## config.mk

```make
export PLATFORM = sky130hd
export DESIGN_NAME = fifo_page_replacement
export DESIGN_NICKNAME = d
export VERILOG_FILES = /design/src/rtl/core/fpr_pkg.sv /design/src/rtl/core/fifo_page_replacement.sv /design/src/rtl/core/fpr_frame_store.sv /design/src/rtl/core/fpr_hist_store.sv
export SDC_FILE = /design/constraint.sdc
export NUM_CORES = 1
export LEC_CHECK = 0
export BUFFER_PORTS_ARGS = -buffer_cell sky130_fd_sc_hd__buf_4
export CORE_MARGIN = 5
export CORE_UTILIZATION = 40
export CTS_CLUSTER_DIAMETER = 200
export DETAILED_ROUTE_END_ITERATION = 8
export GPL_TIMING_DRIVEN = 0
export PLACE_DENSITY = 0.61
export REMOVE_ABC_BUFFERS = 1
export SETUP_SLACK_MARGIN = 0.3
export SLEW_MARGIN = 20
export SYNTH_ARGS = -nofsm -noshare
export SYNTH_HDL_FRONTEND = slang
export SYNTH_SLANG_ARGS = --single-unit
```

## constraint.sdc

```tcl
create_clock -name clk -period 4.3 [get_ports clk]
set_clock_uncertainty 0.15 [all_clocks]
set_input_delay 0.215 -clock clk [delete_from_list [all_inputs] [get_ports clk]]
set_output_delay 0.215 -clock clk [all_outputs]
set_load 0.1 [all_outputs]
```

## src/rtl/core/fpr_pkg.sv

```systemverilog
`default_nettype none

package fpr_pkg;

  // Fixed field widths of the streams and the register
  localparam int PAGE_W    = 4;
  localparam int FRAME_O_W = 3;
  localparam int TOTAL_W   = 16;
  localparam int FIU_W     = 4;
  localparam int IN_TDATA_W  = 8;
  localparam int OUT_TDATA_W = 80;

  // Configuration register map (word index = paddr[2])
  localparam int CFG_ADDR_W = 3;
  localparam logic REG_FRAMES_IN_USE = 1'b0;
  localparam logic [FIU_W-1:0] FIU_RESET = 4'd8;

  // Sequencer states
  typedef enum logic [1:0] {
    ST_IDLE,
    ST_SCAN,
    ST_DONE
  } fpr_state_t;

  // Access request to one of the stores
  typedef struct packed {
    logic rd_en;
    logic wr_en;
  } fpr_mem_ctl_t;

endpackage

`default_nettype wire

```

## src/rtl/core/fifo_page_replacement.sv

```systemverilog
`default_nettype none

// FIFO page replacement unit. Each request on the in_ stream is one page
// reference; the out_ stream returns one result per request with hit/miss,
// the victim page, the frame now holding the page, the hit/miss/eviction
// totals and the page's reference count (all saturating). For each item,
// the idle state issues the first frame read and the histogram read, the
// frame RAM is then walked one entry per cycle until a hit or the last
// active frame, and the done state writes back frame, histogram and
// counters once the result register is free. One item is processed at a
// time; the result register lets the next request enter while a result is
// still waiting. After reset the histogram RAM is cleared entry by entry,
// during which in_tready stays low (register writes are taken).
// frames_in_use (byte address 0) of 0 acts as 1 and values above
// MAX_FRAMES act as MAX_FRAMES.
module fifo_page_replacement
  import fpr_pkg::*;
#(
  parameter int MAX_FRAMES = 8,
  parameter int PAGE_COUNT = 16,
  parameter int COUNT_BITS = 16
) (
  input  wire logic                   clk,
  input  wire logic                   rst_n,
  // request stream
  input  wire logic                   in_tvalid,
  output logic                        in_tready,
  input  wire logic [IN_TDATA_W-1:0]  in_tdata,   // [3:0] page_number
  // result stream
  output logic                        out_tvalid,
  input  wire logic                   out_tready,
  output logic [OUT_TDATA_W-1:0]      out_tdata,  // [0] hit, [1] evicted,
                                                  // [5:2] victim_page,
                                                  // [8:6] frame_index,
                                                  // [24:9] hit_total,
                                                  // [40:25] miss_total,
                                                  // [56:41] evict_total,
                                                  // [72:57] page_ref_total
  // configuration
  input  wire logic                   cfg_psel,
  input  wire logic                   cfg_penable,
  input  wire logic                   cfg_pwrite,
  input  wire logic [CFG_ADDR_W-1:0]  cfg_paddr,
  input  wire logic [31:0]            cfg_pwdata,
  output logic [31:0]                 cfg_prdata,
  output logic                        cfg_pready
);

  localparam int FIDX_W = (MAX_FRAMES > 1) ? $clog2(MAX_FRAMES) : 1;
  localparam int NUM_W  = $clog2(MAX_FRAMES + 1);
  localparam int HIDX_W = $clog2(PAGE_COUNT);
  localparam logic [COUNT_BITS-1:0] CNT_MAX = {COUNT_BITS{1'b1}};

  fpr_state_t state_r, state_nxt;

  // Configuration register
  logic [FIU_W-1:0] frames_in_use_r;

  assign cfg_pready = 1'b1;
  assign cfg_prdata = (cfg_paddr[2] == REG_FRAMES_IN_USE) ? 32'(frames_in_use_r) : 32'd0;

  always_ff @(posedge clk) begin
    if (!rst_n) begin
      frames_in_use_r <= FIU_RESET;
    end else if (cfg_psel && cfg_penable && cfg_pwrite && cfg_pready &&
                 cfg_paddr[2] == REG_FRAMES_IN_USE) begin
      frames_in_use_r <= cfg_pwdata[FIU_W-1:0];
    end
  end

  // Active frame count and its last index
  logic [NUM_W-1:0]  num_frames;
  logic [FIDX_W-1:0] last_idx_c;

  always_comb begin
    if (frames_in_use_r == '0) begin
      num_frames = NUM_W'(1);
    end else if (32'(frames_in_use_r) > MAX_FRAMES) begin
      num_frames = NUM_W'(MAX_FRAMES);
    end else begin
      num_frames = NUM_W'(frames_in_use_r);
    end
    last_idx_c = FIDX_W'(num_frames - NUM_W'(1));
  end

  // Per-item working registers
  logic [PAGE_W-1:0]     page_r;
  logic                  page_ok_r;
  logic [FIDX_W-1:0]     last_idx_r;
  logic [FIDX_W-1:0]     ptr_eff_r;
  logic [FIDX_W-1:0]     fifo_ptr_r;
  logic [FIDX_W-1:0]     cmp_idx_r;
  logic                  hit_r;
  logic [FIDX_W-1:0]     hit_idx_r;
  logic                  victim_used_r;
  logic [PAGE_W-1:0]     victim_page_r;
  logic [COUNT_BITS-1:0] hit_cnt_r, miss_cnt_r, evict_cnt_r;

  logic                  in_fire;
  logic                  out_free;
  logic                  hist_busy;

  // Store interfaces
  fpr_mem_ctl_t          frm_ctl, hist_ctl;
  logic [FIDX_W-1:0]     frm_rd_addr;
  logic [PAGE_W-1:0]     frm_rd_page;
  logic                  frm_rd_used;
  logic [HIDX_W-1:0]     hist_addr;
  logic [COUNT_BITS-1:0] hist_rd_data, hist_new;

  // Scan compare on the entry read in the previous cycle
  logic scan_hit, scan_end;
  assign scan_hit = frm_rd_used && (frm_rd_page == page_r);
  assign scan_end = scan_hit || (cmp_idx_r == last_idx_r);

  assign in_fire  = in_tvalid && in_tready;
  assign out_free = !out_tvalid || out_tready;

  assign hist_new  = (hist_rd_data == CNT_MAX) ? hist_rd_data : hist_rd_data + 1'b1;
  assign hist_addr = in_fire ? HIDX_W'(in_tdata[PAGE_W-1:0]) : HIDX_W'(page_r);

  // Next state
  always_comb begin
    state_nxt = state_r;
    case (state_r)
      ST_IDLE: if (in_fire) state_nxt = ST_SCAN;
      ST_SCAN: if (scan_end) state_nxt = ST_DONE;
      ST_DONE: if (out_free) state_nxt = ST_IDLE;
      default: state_nxt = ST_IDLE;
    endcase
  end

  // Control outputs
  always_comb begin
    in_tready        = 1'b0;
    frm_ctl          = '0;
    hist_ctl         = '0;
    frm_rd_addr      = '0;
    case (state_r)
      ST_IDLE: begin
        in_tready    = !hist_busy;
        frm_ctl.rd_en  = in_fire;
        hist_ctl.rd_en = in_fire && (32'(in_tdata[PAGE_W-1:0]) < PAGE_COUNT);
      end
      ST_SCAN: begin
        frm_ctl.rd_en = !scan_end;
        frm_rd_addr   = cmp_idx_r + 1'b1;
      end
      ST_DONE: begin
        frm_ctl.wr_en  = out_free && !hit_r;
        hist_ctl.wr_en = out_free && page_ok_r;
      end
      default: ;
    endcase
  end

  always_ff @(posedge clk) begin
    if (!rst_n) begin
      state_r <= ST_IDLE;
    end else begin
      state_r <= state_nxt;
    end
  end

  // Item datapath
  always_ff @(posedge clk) begin
    if (in_fire) begin
      page_r     <= in_tdata[PAGE_W-1:0];
      page_ok_r  <= 32'(in_tdata[PAGE_W-1:0]) < PAGE_COUNT;
      last_idx_r <= last_idx_c;
      ptr_eff_r  <= (fifo_ptr_r > last_idx_c) ? '0 : fifo_ptr_r;
      cmp_idx_r  <= '0;
    end else if (state_r == ST_SCAN) begin
      if (cmp_idx_r == ptr_eff_r) begin
        victim_used_r <= frm_rd_used;
        victim_page_r <= frm_rd_page;
      end
      if (scan_end) begin
        hit_r     <= scan_hit;
        hit_idx_r <= cmp_idx_r;
      end else begin
        cmp_idx_r <= cmp_idx_r + 1'b1;
      end
    end
  end

  // Counters, FIFO pointer and result register
  logic                  done_go;
  logic                  evict_c;
  logic [FIDX_W-1:0]     where_c;
  logic [COUNT_BITS-1:0] ref_c;

  assign done_go = (state_r == ST_DONE) && out_free;
  assign evict_c = !hit_r && victim_used_r;
  assign where_c = hit_r ? hit_idx_r : ptr_eff_r;
  assign ref_c   = page_ok_r ? hist_new : '0;

  logic [COUNT_BITS-1:0] hit_cnt_c, miss_cnt_c, evict_cnt_c;

  always_comb begin
    hit_cnt_c   = hit_cnt_r;
    miss_cnt_c  = miss_cnt_r;
    evict_cnt_c = evict_cnt_r;
    if (hit_r) begin
      if (hit_cnt_r != CNT_MAX) hit_cnt_c = hit_cnt_r + 1'b1;
    end else begin
      if (miss_cnt_r != CNT_MAX) miss_cnt_c = miss_cnt_r + 1'b1;
      if (evict_c && evict_cnt_r != CNT_MAX) evict_cnt_c = evict_cnt_r + 1'b1;
    end
  end

  always_ff @(posedge clk) begin
    if (!rst_n) begin
      hit_cnt_r   <= '0;
      miss_cnt_r  <= '0;
      evict_cnt_r <= '0;
      fifo_ptr_r  <= '0;
      out_tvalid  <= 1'b0;
    end else begin
      if (done_go) begin
        hit_cnt_r   <= hit_cnt_c;
        miss_cnt_r  <= miss_cnt_c;
        evict_cnt_r <= evict_cnt_c;
        if (!hit_r) begin
          fifo_ptr_r <= (ptr_eff_r == last_idx_r) ? '0 : ptr_eff_r + 1'b1;
        end
        out_tvalid <= 1'b1;
      end else if (out_tready) begin
        out_tvalid <= 1'b0;
      end
    end
  end

  always_ff @(posedge clk) begin
    if (done_go) begin
      out_tdata <= {7'd0,
                    TOTAL_W'(ref_c),
                    TOTAL_W'(evict_cnt_c),
                    TOTAL_W'(miss_cnt_c),
                    TOTAL_W'(hit_cnt_c),
                    FRAME_O_W'(where_c),
                    evict_c ? victim_page_r : 4'd0,
                    evict_c,
                    hit_r};
    end
  end

  fpr_frame_store #(
    .MAX_FRAMES (MAX_FRAMES),
    .FIDX_W     (FIDX_W)
  ) u_frame_store (
    .clk       (clk),
    .rst_n     (rst_n),
    .ctl       (frm_ctl),
    .rd_addr   (frm_rd_addr),
    .wr_addr   (ptr_eff_r),
    .wr_page   (page_r),
    .rd_page_r (frm_rd_page),
    .rd_used_r (frm_rd_used)
  );

  fpr_hist_store #(
    .PAGE_COUNT (PAGE_COUNT),
    .HIDX_W     (HIDX_W),
    .COUNT_BITS (COUNT_BITS)
  ) u_hist_store (
    .clk       (clk),
    .rst_n     (rst_n),
    .ctl       (hist_ctl),
    .addr      (hist_addr),
    .wr_data   (hist_new),
    .rd_data_r (hist_rd_data),
    .busy      (hist_busy)
  );

endmodule

`default_nettype wire

```

## src/rtl/core/fpr_frame_store.sv

```systemverilog
`default_nettype none

module fpr_frame_store
  import fpr_pkg::*;
#(
  parameter int MAX_FRAMES = 8,
  parameter int FIDX_W     = 3
) (
  input  wire logic              clk,
  input  wire logic              rst_n,
  input  wire fpr_mem_ctl_t      ctl,
  input  wire logic [FIDX_W-1:0] rd_addr,
  input  wire logic [FIDX_W-1:0] wr_addr,
  input  wire logic [PAGE_W-1:0] wr_page,
  output logic [PAGE_W-1:0]      rd_page_r,
  output logic                   rd_used_r
);

  // Page numbers in a synchronous RAM, occupancy in flops cleared by reset
  logic [PAGE_W-1:0]     page_mem [MAX_FRAMES];
  logic [MAX_FRAMES-1:0] used_r;

  always_ff @(posedge clk) begin
    if (ctl.wr_en) begin
      page_mem[wr_addr] <= wr_page;
    end
    if (ctl.rd_en) begin
      rd_page_r <= page_mem[rd_addr];
    end
  end

  always_ff @(posedge clk) begin
    if (!rst_n) begin
      used_r    <= '0;
      rd_used_r <= 1'b0;
    end else begin
      if (ctl.wr_en) begin
        used_r[wr_addr] <= 1'b1;
      end
      if (ctl.rd_en) begin
        rd_used_r <= used_r[rd_addr];
      end
    end
  end

endmodule

`default_nettype wire

```

## src/rtl/core/fpr_hist_store.sv

```systemverilog
`default_nettype none

module fpr_hist_store
  import fpr_pkg::*;
#(
  parameter int PAGE_COUNT = 16,
  parameter int HIDX_W     = 4,
  parameter int COUNT_BITS = 16
) (
  input  wire logic                  clk,
  input  wire logic                  rst_n,
  input  wire fpr_mem_ctl_t          ctl,
  input  wire logic [HIDX_W-1:0]     addr,
  input  wire logic [COUNT_BITS-1:0] wr_data,
  output logic [COUNT_BITS-1:0]      rd_data_r,
  output logic                       busy
);

  localparam logic [HIDX_W-1:0] LAST_IDX = HIDX_W'(PAGE_COUNT - 1);

  logic [COUNT_BITS-1:0] hist_mem [PAGE_COUNT];
  logic [HIDX_W-1:0]     clr_idx_r;
  logic                  clr_busy_r;

  assign busy = clr_busy_r;

  // Clearing sweep after reset, one entry per cycle
  always_ff @(posedge clk) begin
    if (!rst_n) begin
      clr_idx_r  <= '0;
      clr_busy_r <= 1'b1;
    end else if (clr_busy_r) begin
      clr_idx_r <= clr_idx_r + 1'b1;
      if (clr_idx_r == LAST_IDX) begin
        clr_busy_r <= 1'b0;
      end
    end
  end

  // Single-port RAM, read data registered and held between reads
  always_ff @(posedge clk) begin
    if (clr_busy_r) begin
      hist_mem[clr_idx_r] <= '0;
    end else if (ctl.wr_en) begin
      hist_mem[addr] <= wr_data;
    end
    if (ctl.rd_en) begin
      rd_data_r <= hist_mem[addr];
    end
  end

endmodule

`default_nettype wire
```

==> Yosys cells after proc, flatten, opt, wreduce, memory -nomap -nowiden <==
Memories as Yosys holds them, arrays and structs flattened. A register that Yosys moved wholly into a read port is not among the register bits.
Index checks and enable logic that the tools add are counted.
{ "word_totals": {"ff_bits": 167, "latch_bits": 0, "ramBits": 288, "mem_bits_ro": 0, "input_bits": 50, "out_inout_bits": 115, "elab_cells": 122, "memories": 2} }
{ "classes": {"addsub": 8, "multipliers": 0, "div_mod_pow": 0, "magnitude_cmp": 5, "n_eq_ne": 14, "shifts": 0, "mux": 41, "bitwise": 5, "n_reduce_logical": 25} }
{ "mem_list": {"columns": ["memory", "depth", "word_bits", "read_ports", "rd_clocked_by_memory_dff", "write_ports", "line", "text"], "rows": [
  ["u_hist_store.hist_mem", 16, 16, 1, 1, 1, "fpr_hist_store.sv:21", "logic [COUNT_BITS-1:0] hist_mem [PAGE_COUNT];"],
  ["u_frame_store.page_mem", 8, 4, 1, 1, 1, "fpr_frame_store.sv:20", "logic [PAGE_W-1:0] page_mem [MAX_FRAMES];"]
]} }
{ "op_table": {"columns": ["cell", "count"], "rows": [
  ["$mux 16", 8],
  ["$add 16x1->16 const B", 4],
  ["$ne 16x16->1 const B", 3],
  ["$mux 1", 18],
  ["$eq 16x16->1 const B", 1],
  ["$reduce_or 16->1", 1],
  ["$mux 3", 5],
  ["$mux 4", 3],
  ["$logic_and 1x1->1", 10],
  ["$eq 3x3->1", 3],
  ["$reduce_and 3->1", 3],
  ["$lt 3x4->1 const B", 2],
  ["$or 8x8->8", 1],
  ["$add 3x1->3 const B", 2],
  ["$mux 2", 3],
  ["$ne 2x2->1 const B", 3],
  ["$pmux 2 s3", 1],
  ["$add 4x1->4 const B", 1],
  ["$eq 4x4->1", 1],
  ["$eq 4x4->1 const B", 1],
  ["$gt 4x4->1 const B", 1],
  ["$logic_not 1->1", 4],
  ["$logic_not 4->1", 1],
  ["$not 1->1", 4],
  ["12 further kinds", 14]
]} }

==> Longest topological paths before layout <==
{ "depth": {"ltp_word": 8, "ltp_mapped": 10, "ltp_nobuf": 9} }

==> Modules after synthesis <==
From an unflattened synthesis, not the netlist that was laid out.
{ "hier_totals": {"hier_cells": 1393, "area_unflattened_um2": 20218.1} }
{ "by_module_without_submodules": {"columns": ["mod", "n_inst", "cells_per_inst", "area_per_inst_um2", "seq_area_each_um2"], "rows": [
  ["fpr_hist_store", 1, 571, 10856.7, 8267.9],
  ["fifo_page_replacement", 1, 734, 7631.1, 3943.8],
  ["fpr_frame_store", 1, 88, 1730.4, 1261.2]
]} }

==> Worst setup path before layout <==
No wires, ideal clock.
{ "synth_path": {"path_type": "register to register", "from": "reg out_tvalid", "to": "reg evict_cnt_r[11]", "setup_ps": 128, "t_arrival_ps": 3827, "path_slack_ps": 196, "stages_incl_launch_ff": 8, "path_buffers": 1, "synth_period_minus_slack_ps": 4104, "path_cell_list": "dfxtp_1 > nand2b_1 > nand2b_1 > inv_1 > clkbuf_1 > nand3_1 > xor2_1 > nor2_1"} }
{ "synth_between": {"elab_chain_len": 3} }
{ "synth_lines": {"columns": ["element", "line", "text"], "rows": [
  ["start: declaration", "fifo_page_replacement.sv:30", "output logic out_tvalid,"],
  ["start signal: assignment", "fifo_page_replacement.sv:218", "out_tvalid <= 1'b0;"],
  ["start signal: assignment", "fifo_page_replacement.sv:227", "out_tvalid <= 1'b1;"],
  ["start signal: assignment", "fifo_page_replacement.sv:229", "out_tvalid <= 1'b0;"],
  ["$logic_not 1->1", "fifo_page_replacement.sv:117", "assign out_free = !out_tvalid || out_tready;"],
  ["$logic_or 1x1->1", "fifo_page_replacement.sv:117", null],
  ["$logic_and 1x1->1", "fifo_page_replacement.sv:193", "assign done_go = (state_r == ST_DONE) && out_free;"],
  ["via done_go", "fifo_page_replacement.sv:188", "logic done_go;"],
  ["end signal: assignment", "fifo_page_replacement.sv:223", "evict_cnt_r <= evict_cnt_c;"],
  ["end: declaration", "fifo_page_replacement.sv:97", "logic [COUNT_BITS-1:0] hit_cnt_r, miss_cnt_r, evict_cnt_r;"]
]} }
The timed path passes the listed nets, and every way through them passes these cells.
A chain may end at the register's enable or synchronous reset.

==> Final worst setup path <==
{ "layout_path": {"from": "reg u_hist_store.clr_busy_r (netlist: u_hist_store.busy)", "to": "mem u_hist_store.hist_mem[12][1], enable pin"} }
{ "layout_between": {"elab_chain_len": 5, "elab_cells_between_ends": 11, "classes_between": "8 x mux; 3 x reduce/logical"} }
{ "layout_lines": {"columns": ["element", "line", "text"], "rows": [
  ["start: declaration", "fpr_hist_store.sv:23", "logic clr_busy_r;"],
  ["start signal: assignment", "fpr_hist_store.sv:31", "clr_busy_r <= 1'b1;"],
  ["start signal: assignment", "fpr_hist_store.sv:35", "clr_busy_r <= 1'b0;"],
  ["parallel branches: the longest is 5 deep, another holds $reduce_or 16->1", null, null],
  ["end: declaration", "fpr_hist_store.sv:21", null]
]} }
Several ways; the timed one is not identified.

==> flow_summary.ini <==
[layout]
antenna_cells = 0
syn2layout_area_growth_pct = 18.1
fillerInstances = 4241
nets = 1741
drive_above_1_share_pct = 15.6

[power]
power_frac_comb_pct = 5.8
ir_drop_uv = 309
p_switching_w = 0.00229
p_int_w = 0.00798
pwr-share-clk_pct = 44.9
p_sw_share_pct = 22.3
seq_power_share_pct = 49.3
power_density_mw_per_mm2 = 436
total_power_w = 0.0103
leakagePower_nw = 7.98

[grt]
antenna_found_initial = 0
grt_usage_pct = 16.3
grt_pass1_vias = 12200
grt_max_degree = 101
gr-total-overflow = 0
grt_pass1_wl_um = 69700

[setup_path]
reg2reg_depth = 7
crit_fanout = 18
required_ns = 4.36
arrival_ns = 3.96
critPathKind = flip-flop to flip-flop
endpoint_kind = flip-flop
reg2reg_slack_ns = 0.40
startpoint_type = flip-flop

[routing]
viasPerCell = 5.17
initialDrtViolationCount = 864
vias = 12300
drc = 0
ant_nets = 0
dr.pass1.iters = 5
wl_um = 44900
avgRoutedWirePerCell_um = 18.8

[logic_synthesis]
ys_types = 64
synth_edf_count = 396
synth-async-reset-ratio_pct = 0
synth-seq-cells = 475
yosys_warnings = 0
syn_inst = 1570
avgSynthCellArea_um2 = 12.7
syn_area_mm2 = 0.0199
synth_ff_type = edfxtp_1
seq_area_frac_synth_pct = 67.6

[clocking]
cts.reportedPaths.clkPinSlew_ns = 0.06
numCtsBuffers = 50
clock_path_buffers = 3
cts_sinks = 475
clock_latency_ns = 0.60
cts_root_buf = clkbuf_16
cts_tree = yes
htreeDepth = 2

[placement]
portBuffers = 94
gp_congestion = 0.793
place_ws_ns = 0.0219
dpl.hpwl_um = 28100

[job]
drv_cap = 0

[die]
rows = 81
initial_utilization_pct = 40.6
die_h_um = 233
io_pins = 165
dieArea_mm2 = 0.0544
coreArea_mm2 = 0.0492
fp.dieW_um = 233

[run_status]
outcome = complete, no violations

[worst_hold_path]
hold_path_depth = 4
min-delay-path-class = input port to flip-flop

[timing]
period_share_pct = 90.6
setup_viol = 0
fin_ws_ns = 0.402
min_period_ns = 3.90
hold_viol_final = 0
rsz0062_at_grt = yes
slew_violations = 0
max_freq_mhz = 257
slew-limit-headroom_pct = 26.1
worst_slew_pin_slew_ns = 1.11
[cell type report]
cell class | count | area (µm²) | area share (%)
Clock inverter | 35 | 453 | 1.92
Inverter | 20 | 90.1 | 0.383
Clock buffer | 59 | 1320 | 5.59
Timing Repair Buffer | 131 | 1270 | 5.40
Tap cell | 664 | 831 | 3.53
Multi-Input combinational cell | 1002 | 6100 | 25.9
Sequential cell | 475 | 13500 | 57.2
[final timing paths]
check | startpoint | endpoint
hold reg to reg | u_frame_store.used_r[6]$_SDFFE_PN0P_ | u_frame_store.used_r[6]$_SDFFE_PN0P_
hold / removal | cfg_pwrite | frames_in_use_r[0]$_SDFFE_PN0P_
setup / recovery | u_hist_store.busy$_SDFF_PN1_ | u_hist_store.hist_mem[12][1]$_DFFE_PP_
setup reg to reg | u_hist_store.busy$_SDFF_PN1_ | u_hist_store.hist_mem[12][1]$_DFFE_PP_
[cells by family (layout without fill, tap and decap cells)]
| kind of cell | count (synthesis) | in the layout | synth area share, % |
|---|---|---|---|
| and+or+nand+nor | 676 | 676 | 15.9 |
| muxes | 59 | 59 | 3.54 |
| adders and majority gates | 11 | 11 | 0.690 |
| other | 2 | 36 | 0.0377 |
| xor gates and xnor gates | 101 | 101 | 4.44 |
| AOI/OAI and AO/OA | 119 | 119 | 4.37 |
| DFF | 475 | 475 | 67.6 |
| buffers and inverters | 127 | 245 | 3.44 |
[power groups by stage]
stage          Combinational (W)  Clock (W)  Sequential [W]
2_1_floorplan           0.000392          0         0.00515
3_3_place_gp            0.000517          0         0.00516
3_5_place_dp            0.000563          0         0.00516
4_1_cts                 0.000574    0.00471         0.00506
5_1_grt                 0.000638    0.00489         0.00507
6_report                0.000592    0.00461         0.00506
[per-layer routing]
metal | GRT usage [%] | vias to the layer above | wire (µm)
met5 | 0 | - | 0
met4 | 5.63 | 0 | 1540
met3 | 2.67 | 93 | 2730
met2 | 25.6 | 374 | 20300
met1 | 23.2 | 6011 | 20300
li1 | - | 5862 | -
[critical path, stage by stage (launching register included)]
cell     delay, ns
dfxtp_1       0.48
nor4b_4       0.54
buf_4         0.30
mux2i_4       0.52
buf_16        0.23
buf_16        0.17
a31oi_1       0.37
nor2_4        0.74
[cell usage after synthesis, drive strengths merged, types with 3 or more instances]
| cell type | n | area (µm²) |
|---|---|---|
| a21oi | 16 | 80.1 |
| a31oi | 24 | 150 |
| a32o | 12 | 120 |
| a32oi | 16 | 140 |
| and2 | 26 | 163 |
| and3 | 13 | 81.3 |
| and4 | 6 | 52.6 |
| buf | 65 | 447 |
| clkbuf | 42 | 161 |
| dfxtp | 79 | 1580 |
| edfxtp | 396 | 11900 |
| ha | 11 | 138 |
| inv | 20 | 77.6 |
| mux2 | 12 | 135 |
| mux2i | 42 | 458 |
| mux4 | 5 | 113 |
| nand2 | 262 | 983 |
| nand2b | 17 | 106 |
| nand3 | 101 | 505 |
| nand4 | 36 | 225 |
| nor2 | 128 | 490 |
| nor2b | 16 | 100 |
| nor3 | 45 | 265 |
| nor4 | 8 | 50.1 |
| nor4b | 3 | 38.8 |
| o21a | 8 | 60.1 |
| o21ai | 18 | 90.1 |
| o21bai | 3 | 22.5 |
| o311a | 3 | 30.0 |
| or2 | 5 | 31.3 |
| or3 | 4 | 25.0 |
| xnor2 | 48 | 420 |
| xor2 | 53 | 464 |
[stage by stage]
step           std cells  instance area [µm²]   TNS, ns  util [%]  hold WS (ns)
2_1_floorplan       1497                19500   -277.71         -         0.127
3_3_place_gp        2255                21000  -1300.05      42.7         0.286
3_5_place_dp        2272                21400         0      43.6         0.297
4_1_cts             2376                23300         0      47.4      0.000310
5_1_grt             2386                23500         0      47.9        0.0620
6_report            2386                23500         0      47.9        0.0398
[repair_timing]
item / in CTS / in global routing
endpoints found under the setup margin: 99 / 200
pin swaps: 0 / 6
hold buffers: 10 / 0
endpoints found under the hold margin: 29 / 0
setup buffers: 0 / 10
gates resized for setup: 5 / 10
[state kept, by name (all words and copies together) (netlist names), 8 cells and up]
signal / count
evict_cnt_r: 16
hit_cnt_r: 16
miss_cnt_r: 16
out_tdata: 73
u_frame_store.page_mem: 32
u_frame_store.used_r: 8
u_hist_store.hist_mem: 256
u_hist_store.rd_data_r: 16
[placed cells by master, fill, tap and decap left out, types with 8 or more instances in the layout]
cell type	n
edfxtp_1	396
nand2_1	262
nor2_1	107
nand3_1	101
buf_4	98
dfxtp_1	79
xor2_1	53
clkbuf_16	51
xnor2_1	48
mux2i_1	38
nand4_1	36
nor3_1	36
conb_1	36
and2_1	26
a31oi_1	21
o21ai_0	18
nand2b_1	17
nor2_4	17
nor2b_1	16
a21oi_1	16
a32oi_1	16
inv_1	14
and3_1	13
mux2_2	12
a32o_1	12
ha_1	11
bufinv_16	10
dlygate4sd3_1	10
clkinv_1	9
buf_12	9
o21a_1	8
clkinv_2	8
Note: power is estimated with default switching activity, not from simulation.
